`src/rtl/core/q8dp_pkg.sv`:
```
`timescale 1ns / 1ps
// Shared package of the block-quantised int8 dot product.
// Holds widths, fp32 constants, the sequencer and unit state types and the request struct.
package q8dp_pkg;

  localparam int BLOCK_LEN_DEF = 32;
  localparam int VAL_W         = 8;
  localparam int FP_W          = 32;
  localparam int EXP_W         = 11;
  localparam int MANT_W        = 50;
  localparam logic [FP_W-1:0] DEFAULT_NAN = 32'hFFC00000;
  localparam logic [FP_W-1:0] QUIET_BIT   = 32'h00400000;

  typedef enum logic [1:0] {
    FOP_MUL,
    FOP_ADD,
    FOP_I2F
  } fop_t;

  typedef enum logic [2:0] {
    SEQ_IDLE,
    SEQ_SCALE,
    SEQ_CONV,
    SEQ_TERM,
    SEQ_ACC,
    SEQ_EMIT
  } seq_t;

  typedef enum logic {
    FST_IDLE,
    FST_NORM
  } fst_t;

  typedef struct packed {
    logic start;
    fop_t op;
  } fpu_req_t;

endpackage

```
`src/rtl/core/q8dp_fpu.sv`:
```
`timescale 1ns / 1ps
// Shared fp32 unit: multiply, add and integer conversion with round-to-nearest-even.
// Normalisation runs one bit a cycle; depends on q8dp_pkg.
module q8dp_fpu #(
  parameter int SUM_W = 21
) (
  input  logic                           clk,
  input  logic                           rst_n,
  input  q8dp_pkg::fpu_req_t             req,
  input  logic [q8dp_pkg::FP_W-1:0]      opa,
  input  logic [q8dp_pkg::FP_W-1:0]      opb,
  input  logic signed [SUM_W-1:0]        int_in,
  output logic                           done,
  output logic [q8dp_pkg::FP_W-1:0]      result
);

  localparam int MW = q8dp_pkg::MANT_W;
  localparam int EW = q8dp_pkg::EXP_W;

  q8dp_pkg::fst_t          fst_r, fst_nxt;
  logic                    s_r, s_nxt;
  logic signed [EW-1:0]    e_r, e_nxt;
  logic [MW-1:0]           m_r, m_nxt;
  logic                    done_r, done_nxt;
  logic [q8dp_pkg::FP_W-1:0] res_r, res_nxt;

  logic [7:0]   ea_f, eb_f, eu_a, eu_b, eu_big, eu_sm, d;
  logic [23:0]  sig_a, sig_b, sig_big, sig_sm;
  logic         a_nan, b_nan, a_inf, b_inf, a_zero, b_zero, a_big, sub, s_big;
  logic [47:0]  prod;
  logic [MW-1:0] m_big, m_sm_full, m_sm_shift, m_sm, m_add;
  logic [SUM_W-1:0] mag;
  logic [q8dp_pkg::FP_W-1:0] nan_prop;
  logic         fin;
  logic [23:0]  mant24;
  logic [24:0]  mant25;
  logic         rnd;
  logic signed [EW-1:0] ef;
  logic [22:0]  frac;
  logic [q8dp_pkg::FP_W-1:0] packed_res;

  always_comb begin
    ea_f   = opa[30:23];
    eb_f   = opb[30:23];
    sig_a  = {|ea_f, opa[22:0]};
    sig_b  = {|eb_f, opb[22:0]};
    eu_a   = (ea_f == 8'd0) ? 8'd1 : ea_f;
    eu_b   = (eb_f == 8'd0) ? 8'd1 : eb_f;
    a_nan  = (&ea_f) && (|opa[22:0]);
    b_nan  = (&eb_f) && (|opb[22:0]);
    a_inf  = (&ea_f) && !(|opa[22:0]);
    b_inf  = (&eb_f) && !(|opb[22:0]);
    a_zero = !(|opa[30:0]);
    b_zero = !(|opb[30:0]);
    nan_prop = a_nan ? (opa | q8dp_pkg::QUIET_BIT) : (opb | q8dp_pkg::QUIET_BIT);
    prod   = sig_a * sig_b;
    a_big  = (eu_a > eu_b) || ((eu_a == eu_b) && (sig_a >= sig_b));
    eu_big = a_big ? eu_a : eu_b;
    eu_sm  = a_big ? eu_b : eu_a;
    sig_big = a_big ? sig_a : sig_b;
    sig_sm  = a_big ? sig_b : sig_a;
    s_big  = a_big ? opa[31] : opb[31];
    sub    = opa[31] ^ opb[31];
    d      = eu_big - eu_sm;
    m_big  = {1'b0, sig_big, 25'd0};
    m_sm_full = {1'b0, sig_sm, 25'd0};
    m_sm_shift = m_sm_full >> d;
    if (d >= 8'd50) begin
      m_sm = {{(MW-1){1'b0}}, |sig_sm};
    end else begin
      m_sm = m_sm_shift | {{(MW-1){1'b0}}, ((m_sm_shift << d) != m_sm_full)};
    end
    m_add = sub ? (m_big - m_sm) : (m_big + m_sm);
    mag   = int_in[SUM_W-1] ? SUM_W'(-int_in) : SUM_W'(int_in);

    fin = (m_r == '0) ||
          (!m_r[MW-1] && (e_r >= 11'sd1) && (m_r[MW-2] || (e_r == 11'sd1)));
    mant24 = m_r[48:25];
    rnd    = m_r[24] && ((|m_r[23:0]) || mant24[0]);
    mant25 = {1'b0, mant24} + 25'(rnd);
    if (mant25[24]) begin
      ef   = e_r + 11'sd1;
      frac = 23'd0;
    end else begin
      ef   = mant25[23] ? e_r : '0;
      frac = mant25[22:0];
    end
    if (ef >= 11'sd255) begin
      packed_res = {s_r, 8'hFF, 23'd0};
    end else begin
      packed_res = {s_r, ef[7:0], frac};
    end

    fst_nxt  = fst_r;
    s_nxt    = s_r;
    e_nxt    = e_r;
    m_nxt    = m_r;
    res_nxt  = res_r;
    done_nxt = 1'b0;
    case (fst_r)
      q8dp_pkg::FST_IDLE: begin
        if (req.start) begin
          case (req.op)
            q8dp_pkg::FOP_MUL: begin
              if (a_nan || b_nan) begin
                res_nxt  = nan_prop;
                done_nxt = 1'b1;
              end else if ((a_inf && b_zero) || (b_inf && a_zero)) begin
                res_nxt  = q8dp_pkg::DEFAULT_NAN;
                done_nxt = 1'b1;
              end else if (a_inf || b_inf) begin
                res_nxt  = {opa[31] ^ opb[31], 8'hFF, 23'd0};
                done_nxt = 1'b1;
              end else begin
                s_nxt   = opa[31] ^ opb[31];
                e_nxt   = EW'($signed({3'b0, eu_a})) + EW'($signed({3'b0, eu_b})) - 11'sd127;
                m_nxt   = {prod, 2'b0};
                fst_nxt = q8dp_pkg::FST_NORM;
              end
            end
            q8dp_pkg::FOP_ADD: begin
              if (a_nan || b_nan) begin
                res_nxt  = nan_prop;
                done_nxt = 1'b1;
              end else if (a_inf && b_inf && sub) begin
                res_nxt  = q8dp_pkg::DEFAULT_NAN;
                done_nxt = 1'b1;
              end else if (a_inf) begin
                res_nxt  = opa;
                done_nxt = 1'b1;
              end else if (b_inf) begin
                res_nxt  = opb;
                done_nxt = 1'b1;
              end else begin
                s_nxt   = (sub && (m_add == '0)) ? 1'b0 : s_big;
                e_nxt   = EW'($signed({3'b0, eu_big}));
                m_nxt   = m_add;
                fst_nxt = q8dp_pkg::FST_NORM;
              end
            end
            q8dp_pkg::FOP_I2F: begin
              s_nxt   = int_in[SUM_W-1];
              e_nxt   = 11'sd175;
              m_nxt   = MW'(mag);
              fst_nxt = q8dp_pkg::FST_NORM;
            end
            default: begin
              res_nxt  = q8dp_pkg::DEFAULT_NAN;
              done_nxt = 1'b1;
            end
          endcase
        end
      end
      q8dp_pkg::FST_NORM: begin
        if (fin) begin
          res_nxt  = packed_res;
          done_nxt = 1'b1;
          fst_nxt  = q8dp_pkg::FST_IDLE;
        end else if (m_r[MW-1]) begin
          m_nxt = (m_r >> 1) | {{(MW-1){1'b0}}, m_r[0]};
          e_nxt = e_r + 11'sd1;
        end else if (e_r < -11'sd60) begin
          m_nxt = {{(MW-1){1'b0}}, |m_r};
          e_nxt = 11'sd1;
        end else if (e_r < 11'sd1) begin
          m_nxt = (m_r >> 1) | {{(MW-1){1'b0}}, m_r[0]};
          e_nxt = e_r + 11'sd1;
        end else begin
          m_nxt = m_r << 1;
          e_nxt = e_r - 11'sd1;
        end
      end
      default: begin
        fst_nxt = q8dp_pkg::FST_IDLE;
      end
    endcase
  end

  always_ff @(posedge clk) begin
    if (!rst_n) begin
      fst_r  <= q8dp_pkg::FST_IDLE;
      done_r <= 1'b0;
    end else begin
      fst_r  <= fst_nxt;
      done_r <= done_nxt;
    end
    s_r   <= s_nxt;
    e_r   <= e_nxt;
    m_r   <= m_nxt;
    res_r <= res_nxt;
  end

  assign done   = done_r;
  assign result = res_r;

endmodule

```
`src/rtl/core/block_quantized_int8_dot_product.sv`:
```
`timescale 1ns / 1ps
// Top level of the block-quantised int8 dot product: integer block sum and fp32 sequencer.
// Depends on q8dp_pkg and q8dp_fpu.
//
//   channel   ports                                              direction
//   input     in_valid in_stall in_act_value in_wgt_value ...    in
//   result    out_valid out_stall out_dot_result                 out
//
// A beat that does not close a block is taken without stalling input.
// A beat that closes a block stalls input for four passes through the fp32 unit.
// A pass finishes without normalisation for a NaN or infinite operand, otherwise it
// normalises one bit at a time, so the length of the stall depends on the data.
// A final beat then loads the result register from the emit state.
// After reset the accumulator is +0.0 and the block sum and position are zero.
// A stalled result holds its output register; the sequencer waits in its emit state.
module block_quantized_int8_dot_product #(
  parameter int BLOCK_LEN = q8dp_pkg::BLOCK_LEN_DEF
) (
  input  logic                          clk,
  input  logic                          rst_n,
  input  logic                          in_valid,
  output logic                          in_stall,
  input  logic signed [7:0]             in_act_value,
  input  logic signed [7:0]             in_wgt_value,
  input  logic [31:0]                   in_act_scale,
  input  logic [31:0]                   in_wgt_scale,
  input  logic                          in_first_elem,
  input  logic                          in_last_elem,
  output logic                          out_valid,
  input  logic                          out_stall,
  output logic [31:0]                   out_dot_result
);

  localparam int SUM_W = 16 + $clog2(BLOCK_LEN);
  localparam int POS_W = $clog2(BLOCK_LEN + 1);

  q8dp_pkg::seq_t          st_r, st_nxt;
  logic signed [SUM_W-1:0] sum_r, sum_nxt, hold_r, hold_nxt, base_sum, new_sum;
  logic [POS_W-1:0]        pos_r, pos_nxt, base_pos, new_pos;
  logic [31:0]             acc_r, acc_nxt, sa_r, sa_nxt, sw_r, sw_nxt;
  logic [31:0]             scale_r, scale_nxt, sumf_r, sumf_nxt;
  logic                    last_r, last_nxt, go_r, go_nxt;
  logic                    ov_r, ov_nxt;
  logic [31:0]             od_r, od_nxt;
  logic signed [15:0]      prod;
  logic                    accept, close;
  q8dp_pkg::fpu_req_t      req;
  logic [31:0]             fa, fb, fres;
  logic                    fdone;

  q8dp_fpu #(.SUM_W(SUM_W)) u_fpu (
    .clk    (clk),
    .rst_n  (rst_n),
    .req    (req),
    .opa    (fa),
    .opb    (fb),
    .int_in (hold_r),
    .done   (fdone),
    .result (fres)
  );

  always_comb begin
    accept   = in_valid && (st_r == q8dp_pkg::SEQ_IDLE);
    prod     = in_act_value * in_wgt_value;
    base_sum = in_first_elem ? '0 : sum_r;
    base_pos = in_first_elem ? '0 : pos_r;
    new_sum  = base_sum + SUM_W'(prod);
    new_pos  = base_pos + POS_W'(1);
    close    = (new_pos >= POS_W'(BLOCK_LEN)) || in_last_elem;

    req.start = go_r;
    req.op    = q8dp_pkg::FOP_MUL;
    fa        = sa_r;
    fb        = sw_r;
    case (st_r)
      q8dp_pkg::SEQ_CONV: begin
        req.op = q8dp_pkg::FOP_I2F;
      end
      q8dp_pkg::SEQ_TERM: begin
        fa = sumf_r;
        fb = scale_r;
      end
      q8dp_pkg::SEQ_ACC: begin
        req.op = q8dp_pkg::FOP_ADD;
        fa     = acc_r;
        fb     = fres;
      end
      default: begin
      end
    endcase

    st_nxt    = st_r;
    sum_nxt   = sum_r;
    pos_nxt   = pos_r;
    hold_nxt  = hold_r;
    acc_nxt   = acc_r;
    sa_nxt    = sa_r;
    sw_nxt    = sw_r;
    scale_nxt = scale_r;
    sumf_nxt  = sumf_r;
    last_nxt  = last_r;
    go_nxt    = 1'b0;
    ov_nxt    = ov_r && out_stall;
    od_nxt    = od_r;
    case (st_r)
      q8dp_pkg::SEQ_IDLE: begin
        if (accept) begin
          if (in_first_elem) begin
            acc_nxt = '0;
          end
          if (close) begin
            sum_nxt  = '0;
            pos_nxt  = '0;
            hold_nxt = new_sum;
            sa_nxt   = in_act_scale;
            sw_nxt   = in_wgt_scale;
            last_nxt = in_last_elem;
            go_nxt   = 1'b1;
            st_nxt   = q8dp_pkg::SEQ_SCALE;
          end else begin
            sum_nxt = new_sum;
            pos_nxt = new_pos;
          end
        end
      end
      q8dp_pkg::SEQ_SCALE: begin
        if (fdone) begin
          scale_nxt = fres;
          go_nxt    = 1'b1;
          st_nxt    = q8dp_pkg::SEQ_CONV;
        end
      end
      q8dp_pkg::SEQ_CONV: begin
        if (fdone) begin
          sumf_nxt = fres;
          go_nxt   = 1'b1;
          st_nxt   = q8dp_pkg::SEQ_TERM;
        end
      end
      q8dp_pkg::SEQ_TERM: begin
        if (fdone) begin
          go_nxt = 1'b1;
          st_nxt = q8dp_pkg::SEQ_ACC;
        end
      end
      q8dp_pkg::SEQ_ACC: begin
        if (fdone) begin
          acc_nxt = fres;
          st_nxt  = last_r ? q8dp_pkg::SEQ_EMIT : q8dp_pkg::SEQ_IDLE;
        end
      end
      q8dp_pkg::SEQ_EMIT: begin
        if (!ov_r || !out_stall) begin
          ov_nxt  = 1'b1;
          od_nxt  = acc_r;
          acc_nxt = '0;
          st_nxt  = q8dp_pkg::SEQ_IDLE;
        end
      end
      default: begin
        st_nxt = q8dp_pkg::SEQ_IDLE;
      end
    endcase
  end

  always_ff @(posedge clk) begin
    if (!rst_n) begin
      st_r  <= q8dp_pkg::SEQ_IDLE;
      sum_r <= '0;
      pos_r <= '0;
      acc_r <= '0;
      go_r  <= 1'b0;
      ov_r  <= 1'b0;
    end else begin
      st_r  <= st_nxt;
      sum_r <= sum_nxt;
      pos_r <= pos_nxt;
      acc_r <= acc_nxt;
      go_r  <= go_nxt;
      ov_r  <= ov_nxt;
    end
    hold_r  <= hold_nxt;
    sa_r    <= sa_nxt;
    sw_r    <= sw_nxt;
    scale_r <= scale_nxt;
    sumf_r  <= sumf_nxt;
    last_r  <= last_nxt;
    od_r    <= od_nxt;
  end

  assign in_stall       = (st_r != q8dp_pkg::SEQ_IDLE);
  assign out_valid      = ov_r;
  assign out_dot_result = od_r;

endmodule

```
`config.mk`:
```
export PLATFORM = sky130hd
export DESIGN_NAME = block_quantized_int8_dot_product
export DESIGN_NICKNAME = d
export VERILOG_FILES = /design/src/rtl/core/q8dp_pkg.sv /design/src/rtl/core/q8dp_fpu.sv /design/src/rtl/core/block_quantized_int8_dot_product.sv
export SDC_FILE = /design/constraint.sdc
export NUM_CORES = 2
export LEC_CHECK = 0
export BUFFER_PORTS_ARGS = -buffer_cell sky130_fd_sc_hd__buf_4
export CAP_MARGIN = 20
export CORE_MARGIN = 1
export CORE_UTILIZATION = 30
export CTS_CLUSTER_DIAMETER = 40
export DETAILED_ROUTE_END_ITERATION = 12
export PLACE_DENSITY = 0.47
export SLEW_MARGIN = 10
export SYNTH_ARGS = -nofsm -noshare
export SYNTH_HDL_FRONTEND = slang
export SYNTH_SLANG_ARGS = --single-unit
```
`constraint.sdc`:
```
create_clock -name clk -period 37.6 [get_ports clk]
set_clock_uncertainty 0.05 [all_clocks]
set_input_delay 7.52 -clock clk [delete_from_list [all_inputs] [get_ports clk]]
set_output_delay 7.52 -clock clk [all_outputs]
set_load 0.05 [all_outputs]
```
==> metrics.cfg <==
[place]
place_ws_ns=20.16
place.gp.congestion=1.057
io_buffers=119
dp_hpwl_mm=200.0

[detailed_routing]
vias=49314
wire_per_inst_um=30.51
antenna_left=0
drc=0
firstDrtPassIters=6
wl_mm=258.6
vias_per_cell=5.817
drt-initial-drc-count=5391

[logic_synthesis]
synth_compound_area_share_pct=18.62
synth-edff-count=276
ys_async_sr_fraction_pct=0
avgSynthCellArea_sq_um=8.409
synth-simple-area-share_pct=17.84
postSynthNetCount=7166
ys.flop_type=edfxtp_1
ys_seq_elements=342
synthAdderAreaFrac_pct=30.54
netlist_area_sq_um=51810
synth_top_family_by_area=adder cells
ys_seq_area_share_pct=18.55
synthMuxAreaShare_pct=2.867
yosysUniqueCellTypes=114
yosys_warnings=0
synth-xor-area-share_pct=2.956
syn_inst=6161

[global_route]
grt_pass1_wl_mm=367.9
antenna_found_initial=16
grt_max_degree=75
grt_usage_pct=29.11
grt_overflow=0
first_global_vias=48725

[layout]
area_growth_pct=10.66
drive_gt1_share_pct=9.406
final_cell_mix=nand2_1, inv_1, fa_1, nor2_1, ha_1
final_common_cell=nand2_1
finish.net_count=7141

[cts]
cts.repair.resized=0
htreeDepth=2
clock_path_buffers=3
cts_root_buf=clkbuf_16
cts_buffers=41
clkLatencyLatePin_ns=0.59
clk_pin_slew_ns=0.07
cts_tree=done
cts_sinks=342
post_cts.repair.setup_buffers=0
ctsHoldBuffers=0

[sta]
fin_crit_ns=18.28
worst_pin_slew_ns=1.376
min_period_over_period_pct=48.62
finalHoldViolCount=0
grt_setup_unrepaired=no
setup_tns_ns=0
report.final.slew_viol_count=0
fin_ws_ns=19.32
fmax_ghz=0.05471
slew_headroom_pct=7.927
finalSetupViolations=0

[setup_path]
slowest_stage=a211oi_1
arrival_ns=18.55
worst_ep_required_time_ns=37.87
path_common_cell=buf_4
cp-start-kind=register
critPathMaxFanout=46
cp-end-kind=register
path_class=register to register
max_stage_delay_ns=0.93

[floorplanning]
die_h_um=417.6
rows=152
die-width_um=417.6
coreArea_sq_um=171500
io_pins=120
die_area_sq_um=174400
start_util_pct=30.20

[min_path]
hold_class=register to register

[status]
status=finished, final reports clean

[job]
max-cap-violations=0

-- through the flow --
step	hold slack, ns	utilization [%]	instances	area, sq um
final	0.4065	33.42	8477	57330
after global routing	0.4240	33.42	8476	57330
after CTS	0.4044	33.38	8469	57270
after detailed placement	0.4034	32.55	8396	55840
after global placement	0.3965	32.53	8392	55810
after floorplan	0.3800	-	6161	51810
-- synth_stat cells (all sizes together) (27+ instances only) --
cell type  count  area share, %
a21boi        50           0.72
mux2          27           0.59
a21oi        307            3.0
nand3        186            1.8
and2          68           0.82
and3          47           0.57
dfxtp         66            2.6
nand4         48           0.58
edfxtp       276             16
nor3         107            1.1
a21o          31           0.45
xnor2        125            2.1
fa           576             22
clkbuf       282            2.0
inv          757            5.5
a22oi         72            1.0
nor4          50           0.67
nand2        788            5.7
a221oi        53           0.99
a31oi         46           0.57
o22ai        119            1.5
or3           49           0.59
o211ai        48           0.71
o21ai        276            2.7
o31ai         35           0.52
nand2b        44           0.53
xor2          49           0.84
nor2b         55           0.66
a211oi        52           0.81
nor2         516            3.7
ha           343            8.3
o21bai        44           0.64
buf          111            1.1
mux2i         91            1.8
-- cell type report --
class / instances / area (sq um)
inverters: 762 / 2861
repair buffers: 325 / 2451
clock inverters: 22 / 320.3
flip-flops and latches: 342 / 9612
diodes: 1 / 2.502
multi-input cells: 4664 / 38090
fillers: 18222 / 114200
well taps: 2310 / 2890
clock buffers: 51 / 1105
-- layer usage --
| layer | part of all wire [%] | up-vias | GRT usage [%] |
|---|---|---|---|
| li1 | - | 21185 | - |
| met1 | 43 | 25135 | 39.40 |
| met2 | 44 | 2377 | 45.23 |
| met3 | 7.8 | 599 | 4.853 |
| met4 | 5.4 | 18 | 13.34 |
| met5 | 0.048 | - | 0 |
-- critical path: cells and delay by family, from the launching register on --
family,cells,cell delay (ns)
compound gates,20,7.52
simple gates,18,5.66
buf+inv,9,3.00
fa+ha+maj,3,0.87
flops,1,0.61
xor+xnor,1,0.18
-- flip-flops by register name, summed over array words and instances (netlist names), 3 cells and up --
| name | flops |
|---|---|
| out_dot_result | 32 |
| sumf_r | 32 |
| u_fpu.e_r | 11 |
| sw_r | 32 |
| sa_r | 32 |
| u_fpu.result | 32 |
| sum_r | 21 |
| scale_r | 32 |
| acc_r | 32 |
| st_r | 3 |
| u_fpu.m_r | 50 |
| hold_r | 21 |
| pos_r | 6 |
-- final timing paths --
path	startpoint	end	slack (ns)	cells past startpoint
worst min register to register	acc_r[7]	out_dot_result[7]	0.41	0
worst min-delay path	acc_r[7]	out_dot_result[7]	0.41	0
worst max-delay path	st_r[0]	u_fpu.s_r	19.32	51
worst max register to register	st_r[0]	u_fpu.s_r	19.32	51
-- cell families (layout without fill, tap and decap cells) --
group | Yosys count | in the layout
AO/OA/AOI/OAI | 1413 | 1413
XOR/XNOR | 174 | 174
adder cells (fa/ha/maj) | 919 | 919
buffers and inverters | 1155 | 1160
flip-flops | 342 | 342
multiplexers | 130 | 130
other | 0 | 1
AND/OR/NAND/NOR | 2028 | 2028
Power is not shown: default switching activity piles up to over one toggle a cycle in this logic, so the estimate is an artifact.
